===== src/rtl/core/assert_macros.svh =====
// ----------------------------------------------------------------------------
// assert_macros.svh
// Clocked assertion helpers shared by the core RTL.
// ----------------------------------------------------------------------------
`ifndef ASSERT_MACROS_SVH
`define ASSERT_MACROS_SVH

// Property checked at every clock edge outside reset.
`define ASSERT_CHK(label, prop, msg) \
    label: assert property (@(posedge clk) disable iff (!rst_n) prop) \
        else $error(msg);

// Condition that must never be seen outside reset.
`define ASSERT_NEVER(label, expr, msg) \
    label: assert property (@(posedge clk) disable iff (!rst_n) !(expr)) \
        else $error(msg);

`endif


===== src/rtl/core/egbr_pkg.sv =====
// ----------------------------------------------------------------------------
// egbr_pkg
// Types and constants of the Exp-Golomb bit reader.
// ----------------------------------------------------------------------------
package egbr_pkg;

    localparam int BYTE_W    = 8;
    localparam int NBITS_W   = 6;
    localparam int VALUE_W   = 32;
    localparam int MAX_FIELD = 32;
    localparam int MAX_ZEROS = 32;
    localparam int AVAIL_W   = 4;

    typedef enum logic [1:0] {
        REQ_PUSH  = 2'd0,
        REQ_FIXED = 2'd1,
        REQ_UE    = 2'd2,
        REQ_SE    = 2'd3
    } egbr_req_t;

    typedef enum logic [2:0] {
        ST_IDLE,
        ST_FIXED,
        ST_PREFIX,
        ST_SUFFIX,
        ST_DEC,
        ST_MAP,
        ST_RESULT
    } egbr_state_t;

    typedef struct packed {
        logic full;
        logic empty;
    } egbr_q_status_t;

    typedef struct packed {
        logic valid;
        logic bit_val;
        logic underrun;
    } egbr_bit_rsp_t;

endpackage


===== src/rtl/core/egbr_byte_queue.sv =====
// ----------------------------------------------------------------------------
// egbr_byte_queue
// Ring buffer of stream bytes with registered read data.
// ----------------------------------------------------------------------------
module egbr_byte_queue #(
    parameter int QUEUE_DEPTH = 16
) (
    input  logic                    clk,
    input  logic                    rst_n,
    input  logic                    push,
    input  logic [7:0]              push_data,
    input  logic                    pop,
    output logic [7:0]              rd_data,
    output egbr_pkg::egbr_q_status_t status
);
    import egbr_pkg::*;

    localparam int PTR_W = (QUEUE_DEPTH > 1) ? $clog2(QUEUE_DEPTH) : 1;
    localparam int CNT_W = $clog2(QUEUE_DEPTH + 1);

    logic [BYTE_W-1:0] mem [QUEUE_DEPTH];
    logic [PTR_W-1:0]  wr_ptr_reg;
    logic [PTR_W-1:0]  rd_ptr_reg;
    logic [CNT_W-1:0]  count_reg;
    logic [BYTE_W-1:0] rd_data_reg;

    function automatic logic [PTR_W-1:0] ptr_inc(input logic [PTR_W-1:0] p);
        logic [PTR_W-1:0] r;
        if (p == PTR_W'(QUEUE_DEPTH - 1))
            r = '0;
        else
            r = p + PTR_W'(1);
        return r;
    endfunction

    always_ff @(posedge clk or negedge rst_n)
    begin
        if (!rst_n)
        begin
            wr_ptr_reg <= '0;
            rd_ptr_reg <= '0;
            count_reg  <= '0;
        end
        else
        begin
            if (push)
                wr_ptr_reg <= ptr_inc(wr_ptr_reg);
            if (pop)
                rd_ptr_reg <= ptr_inc(rd_ptr_reg);
            if (push && !pop)
                count_reg <= count_reg + CNT_W'(1);
            else if (pop && !push)
                count_reg <= count_reg - CNT_W'(1);
        end
    end

    always_ff @(posedge clk)
    begin
        if (push)
            mem[wr_ptr_reg] <= push_data;
    end

    always_ff @(posedge clk)
    begin
        if (pop)
            rd_data_reg <= mem[rd_ptr_reg];
    end

    assign rd_data      = rd_data_reg;
    assign status.full  = (count_reg == CNT_W'(QUEUE_DEPTH));
    assign status.empty = (count_reg == '0);

endmodule


===== src/rtl/core/egbr_bit_source.sv =====
// ----------------------------------------------------------------------------
// egbr_bit_source
// Byte shift register that hands out stream bits MSB first, one per cycle
// except while fetching the next queue byte, which it does only when dry.
// ----------------------------------------------------------------------------
module egbr_bit_source (
    input  logic                     clk,
    input  logic                     rst_n,
    input  logic                     bit_take,
    output egbr_pkg::egbr_bit_rsp_t  bit_rsp,
    input  egbr_pkg::egbr_q_status_t q_status,
    output logic                     q_pop,
    input  logic [7:0]               q_rd_data
);
    import egbr_pkg::*;

    logic [BYTE_W-1:0]  shift_reg;
    logic [BYTE_W-1:0]  shift_next;
    logic [AVAIL_W-1:0] avail_reg;
    logic [AVAIL_W-1:0] avail_next;
    logic               pend_reg;
    logic               pend_next;
    logic               empty_acc;

    assign empty_acc = (avail_reg == '0);

    always_ff @(posedge clk or negedge rst_n)
    begin
        if (!rst_n)
        begin
            avail_reg <= '0;
            pend_reg  <= 1'b0;
        end
        else
        begin
            avail_reg <= avail_next;
            pend_reg  <= pend_next;
        end
    end

    always_ff @(posedge clk)
    begin
        shift_reg <= shift_next;
    end

    always_comb
    begin
        shift_next       = shift_reg;
        avail_next       = avail_reg;
        pend_next        = 1'b0;
        q_pop            = 1'b0;
        bit_rsp.valid    = 1'b0;
        bit_rsp.bit_val  = shift_reg[BYTE_W-1];
        bit_rsp.underrun = 1'b0;
        if (pend_reg)
        begin
            shift_next = q_rd_data;
            avail_next = AVAIL_W'(BYTE_W);
        end
        else if (bit_take)
        begin
            if (!empty_acc)
            begin
                bit_rsp.valid = 1'b1;
                shift_next    = {shift_reg[BYTE_W-2:0], 1'b0};
                avail_next    = avail_reg - AVAIL_W'(1);
            end
            else if (q_status.empty)
                bit_rsp.underrun = 1'b1;
            else
            begin
                q_pop     = 1'b1;
                pend_next = 1'b1;
            end
        end
    end

endmodule


===== src/rtl/core/egbr_ctrl.sv =====
// ----------------------------------------------------------------------------
// egbr_ctrl
// Request sequencer: pushes bytes, shifts in fixed fields and Exp-Golomb
// codes bit by bit, maps signed codes and keeps the sticky error flag.
// ----------------------------------------------------------------------------
`include "assert_macros.svh"

module egbr_ctrl (
    input  logic                     clk,
    input  logic                     rst_n,
    input  logic                     req_valid,
    output logic                     req_ready,
    input  logic [1:0]               req_type,
    input  logic [7:0]               data_byte,
    input  logic [5:0]               field_width,
    output logic                     q_push,
    output logic [7:0]               q_push_data,
    input  egbr_pkg::egbr_q_status_t q_status,
    output logic                     bit_take,
    input  egbr_pkg::egbr_bit_rsp_t  bit_rsp,
    output logic                     res_valid,
    input  logic                     res_take,
    output logic [31:0]              res_value,
    output logic                     res_error
);
    import egbr_pkg::*;

    egbr_state_t        state_reg;
    egbr_state_t        state_next;
    logic [VALUE_W-1:0] val_reg;
    logic [VALUE_W-1:0] val_next;
    logic [NBITS_W-1:0] cnt_reg;
    logic [NBITS_W-1:0] cnt_next;
    logic [NBITS_W-1:0] zeros_reg;
    logic [NBITS_W-1:0] zeros_next;
    logic               sgn_reg;
    logic               sgn_next;
    logic               err_reg;
    logic               err_next;
    logic [VALUE_W-1:0] map_x;

    always_ff @(posedge clk or negedge rst_n)
    begin
        if (!rst_n)
        begin
            state_reg <= ST_IDLE;
            cnt_reg   <= '0;
            zeros_reg <= '0;
            sgn_reg   <= 1'b0;
            err_reg   <= 1'b0;
        end
        else
        begin
            state_reg <= state_next;
            cnt_reg   <= cnt_next;
            zeros_reg <= zeros_next;
            sgn_reg   <= sgn_next;
            err_reg   <= err_next;
        end
    end

    always_ff @(posedge clk)
    begin
        val_reg <= val_next;
    end

    // signed mapping of k: odd -> (k+1)/2, even -> -(k/2)
    assign map_x = val_reg[0] ? {1'b0, val_reg[VALUE_W-1:1]}
                              : ~{1'b0, val_reg[VALUE_W-1:1]};

    always_comb
    begin
        state_next  = state_reg;
        val_next    = val_reg;
        cnt_next    = cnt_reg;
        zeros_next  = zeros_reg;
        sgn_next    = sgn_reg;
        err_next    = err_reg;
        req_ready   = (state_reg == ST_IDLE);
        q_push      = 1'b0;
        q_push_data = data_byte;
        bit_take    = 1'b0;
        res_valid   = 1'b0;
        case (state_reg)
            ST_IDLE:
            begin
                if (req_valid)
                begin
                    case (egbr_req_t'(req_type))
                        REQ_PUSH:
                        begin
                            if (q_status.full)
                                err_next = 1'b1;
                            else
                                q_push = 1'b1;
                        end
                        REQ_FIXED:
                        begin
                            val_next = '0;
                            if (err_reg || (field_width == '0))
                                state_next = ST_RESULT;
                            else if (field_width > NBITS_W'(MAX_FIELD))
                            begin
                                err_next   = 1'b1;
                                state_next = ST_RESULT;
                            end
                            else
                            begin
                                cnt_next   = field_width;
                                state_next = ST_FIXED;
                            end
                        end
                        default:
                        begin
                            val_next   = '0;
                            zeros_next = '0;
                            sgn_next   = (egbr_req_t'(req_type) == REQ_SE);
                            state_next = err_reg ? ST_RESULT : ST_PREFIX;
                        end
                    endcase
                end
            end
            ST_FIXED, ST_SUFFIX:
            begin
                bit_take = 1'b1;
                if (bit_rsp.underrun)
                begin
                    err_next   = 1'b1;
                    state_next = ST_RESULT;
                end
                else if (bit_rsp.valid)
                begin
                    val_next = {val_reg[VALUE_W-2:0], bit_rsp.bit_val};
                    cnt_next = cnt_reg - NBITS_W'(1);
                    if (cnt_reg == NBITS_W'(1))
                        state_next = (state_reg == ST_FIXED) ? ST_RESULT : ST_DEC;
                end
            end
            ST_PREFIX:
            begin
                bit_take = 1'b1;
                if (bit_rsp.underrun)
                begin
                    err_next   = 1'b1;
                    state_next = ST_RESULT;
                end
                else if (bit_rsp.valid)
                begin
                    if (bit_rsp.bit_val)
                    begin
                        val_next = VALUE_W'(1);
                        cnt_next = zeros_reg;
                        state_next = (zeros_reg == '0) ? ST_DEC : ST_SUFFIX;
                    end
                    else if (zeros_reg == NBITS_W'(MAX_ZEROS))
                    begin
                        err_next   = 1'b1;
                        state_next = ST_RESULT;
                    end
                    else
                        zeros_next = zeros_reg + NBITS_W'(1);
                end
            end
            ST_DEC:
            begin
                // leading one plus suffix, minus one; top bit drops off mod 2^32
                val_next   = val_reg - VALUE_W'(1);
                state_next = sgn_reg ? ST_MAP : ST_RESULT;
            end
            ST_MAP:
            begin
                val_next   = map_x + VALUE_W'(1);
                state_next = ST_RESULT;
            end
            ST_RESULT:
            begin
                res_valid = 1'b1;
                if (res_take)
                    state_next = ST_IDLE;
            end
            default:
            begin
                state_next = ST_IDLE;
            end
        endcase
    end

    assign res_value = err_reg ? '0 : val_reg;
    assign res_error = err_reg;

    `ASSERT_CHK(a_err_sticky, $past(err_reg) |-> err_reg, "error flag cleared")
    `ASSERT_NEVER(a_bit_idle, bit_rsp.valid && (state_reg == ST_IDLE),
        "bit consumed outside a read")
    `ASSERT_NEVER(a_cnt_zero,
        ((state_reg == ST_FIXED) || (state_reg == ST_SUFFIX)) && (cnt_reg == '0),
        "shift count empty while shifting")
    `ASSERT_NEVER(a_zeros_range, zeros_reg > NBITS_W'(MAX_ZEROS),
        "leading zero count out of range")

endmodule


===== src/rtl/core/exp_golomb_bit_reader_core.sv =====
// ----------------------------------------------------------------------------
// exp_golomb_bit_reader_core
// MSB-first bitstream reader with fixed-width and Exp-Golomb field decoding.
// ----------------------------------------------------------------------------
// Requests enter on s_axis: tuser carries the request type (push byte, fixed
// read, unsigned code, signed code), tdata the byte to push and the width of
// a fixed read. Pushes give no result; every read gives one result on
// m_axis: tdata the 32-bit field, tuser the sticky error flag.
// Bytes wait in a ring buffer of QUEUE_DEPTH entries and are pulled into an
// 8-bit shift register only when a read needs another bit; bits then leave
// one per cycle between byte fetches; the bit shift register sets the speed.
// A fixed read of n bits shifts them in one by one; a code shifts in its
// leading zeros, the one and the suffix, then takes a decrement step and,
// for a signed code, a mapping step. A read after an error returns zero.
// Requests are taken one at a time; a new request is taken while the last
// result still waits in the output register. A stalled receiver holds a
// finished read in its result step until the output register frees up.
// Reset empties the queue, drops buffered bits and clears the error flag.
// ----------------------------------------------------------------------------
module exp_golomb_bit_reader_core #(
    parameter int QUEUE_DEPTH = 16
) (
    input  logic        clk,
    input  logic        rst_n,
    input  logic        s_axis_tvalid,
    output logic        s_axis_tready,
    input  logic [15:0] s_axis_tdata,   // [7:0] data_byte, [13:8] field_width
    input  logic [1:0]  s_axis_tuser,   // [1:0] req_type
    output logic        m_axis_tvalid,
    input  logic        m_axis_tready,
    output logic [31:0] m_axis_tdata,   // [31:0] value
    output logic [0:0]  m_axis_tuser    // [0] error
);
    import egbr_pkg::*;

    egbr_q_status_t     q_status;
    egbr_bit_rsp_t      bit_rsp;
    logic               q_push;
    logic [BYTE_W-1:0]  q_push_data;
    logic               q_pop;
    logic [BYTE_W-1:0]  q_rd_data;
    logic               bit_take;
    logic               res_valid;
    logic               res_take;
    logic [VALUE_W-1:0] res_value;
    logic               res_error;
    logic               out_valid_reg;
    logic [VALUE_W-1:0] out_value_reg;
    logic               out_error_reg;

    egbr_byte_queue #(
        .QUEUE_DEPTH (QUEUE_DEPTH)
    ) u_queue (
        .clk       (clk),
        .rst_n     (rst_n),
        .push      (q_push),
        .push_data (q_push_data),
        .pop       (q_pop),
        .rd_data   (q_rd_data),
        .status    (q_status)
    );

    egbr_bit_source u_bits (
        .clk       (clk),
        .rst_n     (rst_n),
        .bit_take  (bit_take),
        .bit_rsp   (bit_rsp),
        .q_status  (q_status),
        .q_pop     (q_pop),
        .q_rd_data (q_rd_data)
    );

    egbr_ctrl u_ctrl (
        .clk         (clk),
        .rst_n       (rst_n),
        .req_valid   (s_axis_tvalid),
        .req_ready   (s_axis_tready),
        .req_type    (s_axis_tuser),
        .data_byte   (s_axis_tdata[7:0]),
        .field_width (s_axis_tdata[13:8]),
        .q_push      (q_push),
        .q_push_data (q_push_data),
        .q_status    (q_status),
        .bit_take    (bit_take),
        .bit_rsp     (bit_rsp),
        .res_valid   (res_valid),
        .res_take    (res_take),
        .res_value   (res_value),
        .res_error   (res_error)
    );

    assign res_take = res_valid && (!out_valid_reg || m_axis_tready);

    always_ff @(posedge clk or negedge rst_n)
    begin
        if (!rst_n)
            out_valid_reg <= 1'b0;
        else if (res_take)
            out_valid_reg <= 1'b1;
        else if (m_axis_tready)
            out_valid_reg <= 1'b0;
    end

    always_ff @(posedge clk)
    begin
        if (res_take)
        begin
            out_value_reg <= res_value;
            out_error_reg <= res_error;
        end
    end

    assign m_axis_tvalid   = out_valid_reg;
    assign m_axis_tdata    = out_value_reg;
    assign m_axis_tuser[0] = out_error_reg;

endmodule

===== config.mk =====
export PLATFORM = sky130hd
export DESIGN_NAME = exp_golomb_bit_reader_core
export DESIGN_NICKNAME = d
export VERILOG_FILES = /design/src/rtl/core/egbr_pkg.sv /design/src/rtl/core/egbr_byte_queue.sv /design/src/rtl/core/egbr_bit_source.sv /design/src/rtl/core/egbr_ctrl.sv /design/src/rtl/core/exp_golomb_bit_reader_core.sv
export VERILOG_INCLUDE_DIRS = /design/src /design/src/rtl/core
export SDC_FILE = /design/constraint.sdc
export NUM_CORES = 1
export LEC_CHECK = 0
export ABC_CLOCK_PERIOD_IN_PS = 9900
export BUFFER_PORTS_ARGS = -buffer_cell sky130_fd_sc_hd__buf_4
export CAP_MARGIN = 5
export CORE_MARGIN = 2
export CORE_UTILIZATION = 45
export DETAILED_ROUTE_END_ITERATION = 6
export SYNTH_ARGS = -nofsm -noshare
export SYNTH_HDL_FRONTEND = slang
export SYNTH_SLANG_ARGS = --single-unit

===== constraint.sdc =====
create_clock -name clk -period 9.9 [get_ports clk]
set_input_delay 0.99 -clock clk [delete_from_list [all_inputs] [get_ports clk]]
set_output_delay 0.99 -clock clk [all_outputs]
set_load 0.01 [all_outputs]

==> metrics.md <==
| Metric | Value |
|---|---|
| Sw Ratio | about 36% |
| Via count of the first global-routing pass | ~8k |
| Seq/Total Area, Yosys | 57.6% |
| Post-layout min period | 3400 ps |
| Num ports | 57 |
| RePlAce Congestion | roughly 0.82 |
| Ant diodes | 0 |
| H-tree Lvls | 1 |
| Post-DP HPWL | ~17,000 um |
| Hold_buf cts | 0 |
| Routed wl met2 | 11,900 um |
| Layout Nets | approximately 1.0k |
| Iteration count of the initial detailed-routing pass | 5 |
| Longest Clk Path Bufs | 3 |
| Vias/cell | 5.83 |
| Pre-CTS setup slack | ~6500 ps |
| Fin. Hold Viols | 0 |
| Final slew viol count | 0 |
| Static leakage | just under 5 nW |
| Clock skew | approximately 18 ps |
| Type of the worst setup path | register to register |
| Crit path launch type | register |
| Cell Rows | 60 |
| Num CTS Buffers | 27 |
| Critical path fanouts, max | 20 |
| Die footprint | just under 30,000 um^2 |
| CTS resizes | 0 |
| Hold Crit Class | primary input to asynchronous set/reset pin |
| Peak VDD IR | between 100 and 150 uV |
| Max-cap check violation count | 0 |
| Worst path max stage delay | 620 ps |
| Setup Total Neg Slack | 0 ps |
| Drt total wl | roughly 27,000 um |
| Mapped cell area | approximately 12,000 um^2 |
| Cell at the slowest stage of the critical path | nor3_1 |
| Post-synth EDFFs | around 210 |
| Crit-path cells | nor3_1 > and4_1 > ha_1 > inv_1 > fa_1 > a21o_1 > a21oi_1 > xnor2_1 > nor2_1 > xor2_1 |
| First-pass GRT wire length | roughly 43,000 um |
| CTS sink cnt | between 200 and 250 |
| Status | completed |
| GRT Total Usage | between 10% and 20% |
| Final setup fails | 0 |
| CP Data Required Time | 10,330 ps |
| Top_reg_cell synth | edfxtp_1 |
| Asr flop ratio synth | between 10% and 20% |
| Die Y | 170 um |
| WP buf/inv | 1 |
| Slew of the pin with the lowest slew margin | between 1000 and 1500 ps |
| Residual DRC | 0 |
| Mapped Avg Cell Area | 12.7 um^2 |
| Port bufs | between 50 and 60 |
| Drt wl/cell | just under 20 um |
| CTS tree | done |
| Die Wd | around 170 um |
| Postcts setup bufs | 0 |
| Distinct cells, synth | 78 |
| Worst setup EP type | register |
| M1 wire length | between 10,000 and 15,000 um |
| Delay-heaviest family, CP | simple AND/OR/NAND/NOR gates |
| Comb power frac | a little over a third |
| Highest metal used | met4 |
| Fmax | roughly 0.3 GHz |
| Global route overflow | 0 |
| Internal Pwr Total | 2.66 mW |
| Mapped Cells | between 900 and 1k |
| Sequential Power Share | 39.7% |
| Power Dens Cells | 296 nW/um^2 |
| Syn_nets | 1,019 |
| Area grow syn2layout | 12.7% |
| Rel. slew slack | roughly 32% |
| Synth top area cells | edfxtp_1 (50%), dfrtp_1 (7.2%), mux4_2 (7.2%) |
| Max FFs per register | ~130 |
| Pin count of the biggest net entering global routing | 67 |
| Synth warn | 0 |
| Period Utilization, post-route | 34.3% |
| Clk_lat worst skew | between 500 and 600 ps |
| Initial antenna violation count | 0 |
| Switching power | 1.50 mW |
| Arrival time at the worst endpoint | ~3800 ps |
| Total design power | approximately 4.2 mW |
| Leading area contributor after synthesis | edfxtp_1 |
| Met3 WL | about 1300 um |
| Root Buffer | clkbuf_16 |
| Number of routed nets with antenna violations | 0 |
| First DRT Iteration DRCs | ~640 |
| RSZ-0062 raised after global routing | false |
| Clock share of power | between 20% and 30% |
| Layout cell share with drive strength beyond 1 | a little under a fifth |
| Post-synth top area share | between 50% and 60% |
| Core area | about 27,000 um^2 |
| Setup ws final | 6500 ps |
| Fin Hold WS | roughly 400 ps |
| Clock-pin transition on the worst setup and hold timing paths | 60 ps |
| Vias | 7,967 |
| Initial Util | around 46% |
| Flops & latches, synth | around 250 |
## per-stage QoR
stage               instance area, um^2  utilization [%]  std cells
floorplan                         12400                -        979
detailed placement                13100             48.5       1317
CTS                               14000             51.9       1367
global route                      14000             51.9       1367
finish                            14000             51.9       1367
global placement                  13100             48.5       1317
## path summary, 6_finish.rpt
path,slack [ps],cells after the start,startpoint,endpoint
worst min register to register,520,1,u_queue.count_reg[4],u_queue.count_reg[4]
worst max register to register,6500,10,u_ctrl.state_reg[0],u_queue.count_reg[4]
min in group clk,520,1,u_queue.count_reg[4],u_queue.count_reg[4]
max in group asynchronous,9130,1,rst_n,u_queue.rd_ptr_reg[0]
worst min-delay path,400,1,rst_n,u_queue.count_reg[3]
worst max-delay path,6500,10,u_ctrl.state_reg[0],u_queue.count_reg[4]
## cells in the mapped netlist, types with 6 or more instances
master,count
clkbuf_1,50
nand2_1,55
a21oi_1,37
edfxtp_1,209
a22oi_1,11
ha_1,17
and3_1,8
and2_1,13
mux4_2,40
a211oi_1,7
mux2_2,12
or2_2,8
nor3_1,24
or4_1,9
nor2_1,64
nand3_1,28
buf_2,11
or3_1,16
nand4_1,9
o22ai_1,6
dfrtp_1,36
xor2_1,27
nor2b_1,29
o21ai_0,57
xnor2_1,50
inv_1,30
mux2i_1,7
## power groups by stage
stage	combinational [mW]	sequential [mW]	clock, mW
floorplan	1.28	1.49	0
global placement	1.45	1.66	0
detailed placement	1.46	1.66	0
CTS	1.47	1.64	1.07
global route	1.62	1.68	1.11
finish	1.46	1.65	1.04
## cell usage in the layout (no fill, tap or decap), types with 5 or more instances in the layout
cell type  synthesis  final
a211oi_1           7      6
a21oi_1           37     37
a221o_1            5      5
a22oi_1           11     11
a31oi_1            5      5
and2_1            13     13
and3_1             8      8
buf_4              2     66
bufinv_16          0      5
clkbuf_16          0     27
clkinv_1           0      6
clkinv_2           0      6
dfrtp_1           36     35
edfxtp_1         209    209
ha_1              17     17
inv_1             30     30
mux2_2            12     12
mux2i_1            7      7
mux4_2            40     40
nand2_1           55     55
nand2b_1           5      5
nand3_1           28     28
nand4_1            9      9
nor2_1            64     62
nor2b_1           29     29
nor3_1            24     24
nor4_1             5      5
o21ai_0           57     57
o221ai_1           5      5
o22ai_1            6      6
or2_2              8      8
or3_1             16     16
or4_1              9      9
xnor2_1           50     50
xor2_1            27     27
## routing by layer
metal | track usage, % | up-vias
met4 | 4.38 | 0
met2 | 28.8 | 199
li1 | - | 3766
met5 | 0 | -
met3 | 2.70 | 34
met1 | 27.5 | 3968
## final cells by class
cell class                      count  area, um^2
Clock inverter                     22         253
Fill cell                        2306       13000
Tap cell                          341         427
Multi-Input combinational cell    635        4890
Sequential cell                   245        7180
Clock buffer                       28         679
Timing Repair Buffer               66         495
Inverter                           30         113
## kinds of logic after synthesis
logic type | share of synthesized area (%)
flip-flops | 57.6
buffers and inverters | 3.28
AO/OA/AOI/OAI | 9.92
AND/OR/NAND/NOR | 13.0
adder cells (fa/ha/maj) | 1.87
multiplexers | 8.88
XOR/XNOR | 5.42
(Power assumes the default switching activity.)
